==> src/design/bm3_pkg.sv <==
// Shared constants and types for the 3x3 edge-clipped box mean.
// No dependencies; used by the top level, the divider and the port checker.
package bm3_pkg;

    // fixed field widths
    localparam int CFG_W = 11;   // side length register
    localparam int POS_W = 10;   // row / column fields of a result
    localparam int CNT_W = 4;    // neighbor count, at most 9

    localparam int SIDE_RESET = 8;

    // request type codes
    localparam logic REQ_PIXEL = 1'b0;
    localparam logic REQ_DRAIN = 1'b1;

    // which window rows / columns lie inside the image
    typedef struct packed {
        logic top;
        logic bot;
        logic left;
        logic right;
    } edge_mask_t;

endpackage

==> src/design/bm3_div.sv <==
// Bit-serial restoring divider: unsigned dividend by a small neighbor count.
// One quotient bit per cycle. Depends on bm3_pkg for the count width.
module bm3_div #(
    parameter int DW = 19
) (
    input  logic                        clk,
    input  logic                        rst_n,
    input  logic                        start,
    input  logic [DW-1:0]               dividend,
    input  logic [bm3_pkg::CNT_W-1:0]   divisor,
    output logic                        busy,
    output logic [DW-1:0]               quotient
);

    localparam int CNT_W  = bm3_pkg::CNT_W;
    localparam int STEP_W = $clog2(DW + 1);

    logic [DW-1:0]     quo_reg;
    logic [CNT_W-1:0]  rem_reg;
    logic [CNT_W-1:0]  div_reg;
    logic [STEP_W-1:0] step_reg;

    logic [CNT_W:0]    trial;
    logic              fits;
    logic [CNT_W:0]    trial_sub;

    assign trial     = {rem_reg, quo_reg[DW-1]};
    assign fits      = trial >= {1'b0, div_reg};
    assign trial_sub = trial - {1'b0, div_reg};

    always_ff @(posedge clk or negedge rst_n)
    begin
        if (!rst_n)
        begin
            step_reg <= '0;
        end
        else if (start)
        begin
            step_reg <= STEP_W'(DW);
        end
        else if (step_reg != '0)
        begin
            step_reg <= step_reg - STEP_W'(1);
        end
    end

    always_ff @(posedge clk)
    begin
        if (start)
        begin
            quo_reg <= dividend;
            rem_reg <= '0;
            div_reg <= divisor;
        end
        else if (step_reg != '0)
        begin
            // remainder stays below the divisor, so it fits CNT_W bits
            rem_reg <= fits ? trial_sub[CNT_W-1:0] : trial[CNT_W-1:0];
            quo_reg <= {quo_reg[DW-2:0], fits};
        end
    end

    assign busy     = step_reg != '0;
    assign quotient = quo_reg;

endmodule

==> config.mk <==
export PLATFORM = sky130hd
export DESIGN_NAME = bm3_div
export DESIGN_NICKNAME = d
export VERILOG_FILES = /design/src/design/bm3_pkg.sv /design/src/design/bm3_div.sv
export SDC_FILE = /design/constraint.sdc
export NUM_CORES = 1
export LEC_CHECK = 0
export BUFFER_PORTS_ARGS = -buffer_cell sky130_fd_sc_hd__buf_2
export CORE_MARGIN = 3
export CORE_UTILIZATION = 54
export DETAILED_ROUTE_END_ITERATION = 10
export HOLD_SLACK_MARGIN = 0.06
export PLACE_DENSITY = 0.94
export SYNTH_ARGS = -nofsm -noshare
export SYNTH_HDL_FRONTEND = slang
export SYNTH_SLANG_ARGS = --single-unit
==> constraint.sdc <==
create_clock -name clk -period 5.5 [get_ports clk]
set_clock_uncertainty 0.05 [all_clocks]
set_input_delay 1.1 -clock clk [delete_from_list [all_inputs] [get_ports clk]]
set_output_delay 1.1 -clock clk [all_outputs]
set_load 0.005 [all_outputs]
==> run summary <==
The run finished with clean final reports. The commonest cells after synthesis are sky130_fd_sc_hd__edfxtp_1 (23), sky130_fd_sc_hd__mux2_2 (19), sky130_fd_sc_hd__inv_1 (9), sky130_fd_sc_hd__dfrtp_1 (5), sky130_fd_sc_hd__ha_1 (5). The worst-skew pair later-pin latency is 0.34 ns.

The congestion estimate from routability-driven global placement came to 0.874. The number of storage elements in the synthesis netlist is 32. The worst hold path belongs to the class register to register.

The static leakage came out at 0.811 nW. The final HPWL from detailed placement is 2.29 mm. The via density per instance is 5.78. The post-route fraction of the period consumed by the critical path came out at 0.599. The detailed-route wire length came out at 3.07 mm. The non-filler instance count after layout is 188. The initial antenna violation count was 0. The maximum number of pins on one net before global-route repair is 36. TritonCTS built the clock tree.

In the final design database the tool counted 189 nets. The post-synthesis instance area came out at 1540 um2. In this run the worst path has a maximum fanout of 14. The first-pass GRT wire length is 5.22 mm. The transition at the pin with the smallest max-transition slack came out at 0.868 ns.

The summed area of non-filler cells in the final layout came out at 1860 um2. The prevailing post-synth register cell is sky130_fd_sc_hd__edfxtp_1. The quantity of gates resized following cts is 0. By area the synthesized netlist is led by sky130_fd_sc_hd__edfxtp_1 (45%), sky130_fd_sc_hd__mux2_2 (14%), sky130_fd_sc_hd__dfrtp_1 (8.1%), sky130_fd_sc_hd__dfxtp_1 (5.2%), sky130_fd_sc_hd__ha_1 (4.1%). The worst path meets setup with 2.21 ns of slack. The synthesized instance count is 109. The total power per unit cell area is 369 nW/um2. The critical path class is register to output port. The fraction of registers with async set or reset after synthesis is 0.156. After detailed placement, the total cell area comes to 1780 um2.

The placeable core region came out at 2590 um2. The final critical delay including setup and external delays is 3.29 ns. The register with the most flip-flops in the layout has 19 of them. Counting along the longest clock path gives a buffer depth of 2. The critical path data arrival time came out at 2.14 ns. The antenna diode instance count is 0.

The area overhead of the layout relative to synthesis is 21.1%. The number of fill cells is 156. The remaining design rule violation count came out at 0. The initial cell density of the core came out at 0.593. The area fraction of the dominant cell type after synthesis came out at 0.450. The all-layer global routing usage is 0.206. Max-cap violations in this run came to 0. At the placement stage, the worst setup path has a slack of 2.63 ns.

The placed cell count came out at 180. The total global routing overflow came out at 0. Setup repair after global routing left no endpoint under its margin. The count of boundary I/O pins came out at 46. The number of hold buffers added after CTS was 0.

The sum of negative setup slack is 0 ns. The number of slew-limit violations in the final report came out at 0. The average routed wire per standard cell came out at 16.3 um.

IR analysis of the VDD net gives a maximum drop of 0.000280 V. The count of H-tree levels built during CTS is 2. The number of global-route vias before repair came out at 1,135. The total number of yosys warnings came out at 0.

The clock slew seen by the registers of the worst setup and hold paths is 0.10 ns. The total power came out at 0.686 mW. The placement row count came out at 18. The count of nets left with antenna violations after detail routing came out at 0.

The worst setup path is captured at an output port. The sequential cell area came out at 896 um2. The count of buffers added by post-CTS timing repair for setup came out at 0. Measured along the y axis, the die boundary spans 59.3 um. For the worst setup path, the data required time is 4.35 ns. The largest total area in the synthesized netlist belongs to sky130_fd_sc_hd__edfxtp_1. The synthesized netlist net count came out at 141.

The number of flops mapped to enable cells by yosys is 23. The DRC violation total after the first TritonRoute iteration came out at 16. The final hold violation count came out at 0.

The via count of the routed design came out at 1,086. The worst setup path is launched from a register. The fraction of final layout cells sized beyond drive strength 1 came out at 0.487. The cell with the most instances after synthesis is sky130_fd_sc_hd__edfxtp_1. The number of different library cells used by synthesis comes to 36. The average size of a mapped cell is 14.1 um2. The die width is 59.3 um. The peak clock frequency supported by timing is 304 MHz. The die footprint came out at 3520 um2.

The share of the Yosys chip area taken by registers is 0.584. The clock drives 32 sinks. Clock tree synthesis inserted a total of 5 buffers. The number of port buffers came out at 45.

CTS placed an instance of sky130_fd_sc_hd__clkbuf_4 at the clock tree root. The count of final setup violators came out at 0. The total iterations of the first detailed-routing run is 4. The worst relative slew slack came out at 0.422. The multi-input combinational cells in the finished layout cover a total of 587 um2.
[cell families after synthesis]
group | count (synthesis) | synth area share
muxes | 19 | 0.139
adders and majority gates | 6 | 0.0538
AOI/OAI and AO/OA | 14 | 0.0799
buffers and inverters | 13 | 0.0342
and+or+nand+nor | 23 | 0.0978
DFF | 32 | 0.584
xor gates and xnor gates | 2 | 0.0114
[layer usage]
| layer | vias up | part of all wire | global-route usage | wire length, um |
|---|---|---|---|---|
| li1 | 508 | - | - | - |
| met1 | 510 | 0.39 | 0.245 | 1210 |
| met2 | 58 | 0.50 | 0.329 | 1540 |
| met3 | 10 | 0.077 | 0.0719 | 236 |
| met4 | 0 | 0.025 | 0.100 | 76 |
| met5 | - | 0 | 0 | 0 |
[worst max-delay path: stages (launching register included)]
cell and delay (ns):
sky130_fd_sc_hd__dfrtp_1 0.40, sky130_fd_sc_hd__inv_1 0.10, sky130_fd_sc_hd__ha_1 0.23, sky130_fd_sc_hd__nor4b_4 0.61
sky130_fd_sc_hd__inv_1 0.26, sky130_fd_sc_hd__buf_2 0.20
[report_power, final]
group          internal, mW  switching (mW)
Clock                0.0947          0.0839
Sequential            0.301          0.0235
Combinational        0.0931          0.0902
Total                 0.489           0.198
[worst paths after layout]
check                            startpoint     endpoint  slack (ns)  cells past startpoint
worst max-delay path            step_reg[0]         busy        2.21                      5
worst min-delay path             rem_reg[3]   rem_reg[3]        0.49                      2
worst max register to register  step_reg[0]   rem_reg[3]        2.95                      5
worst min register to register   rem_reg[3]   rem_reg[3]        0.49                      2
max in group asynchronous             rst_n  step_reg[0]        4.76                      1
min in group asynchronous             rst_n  step_reg[4]        0.51                      1
[placed cells by master (no fill, tap or decap), types with 2 or more instances in the layout]
cell type	instances
sky130_fd_sc_hd__buf_2	45
sky130_fd_sc_hd__edfxtp_1	23
sky130_fd_sc_hd__mux2_2	19
sky130_fd_sc_hd__inv_1	9
sky130_fd_sc_hd__ha_1	5
sky130_fd_sc_hd__clkbuf_4	5
sky130_fd_sc_hd__dfrtp_1	5
sky130_fd_sc_hd__nor2_1	4
sky130_fd_sc_hd__dfxtp_1	4
sky130_fd_sc_hd__nand2_1	3
sky130_fd_sc_hd__nor4_1	3
sky130_fd_sc_hd__a21o_1	3
sky130_fd_sc_hd__nand2b_1	2
sky130_fd_sc_hd__xnor2_1	2
sky130_fd_sc_hd__or3_1	2
sky130_fd_sc_hd__nand3b_1	2
[stage by stage]
step                hold WS, ns   util
floorplan                 0.399      -
detailed placement        0.475  0.687
global placement          0.410  0.687
global route              0.504  0.718
CTS                       0.490  0.718
finish                    0.489  0.718
[area by class of cell]
type / count / share of cell area
Clock inverter: 3 / 0.0229
Multi-Input combinational cell: 64 / 0.316
Inverter: 9 / 0.0182
Sequential cell: 32 / 0.482
Tap cell: 30 / 0.0202
Timing Repair Buffer: 45 / 0.121
Clock buffer: 5 / 0.0202
Note: power is estimated with default switching activity, not from simulation.
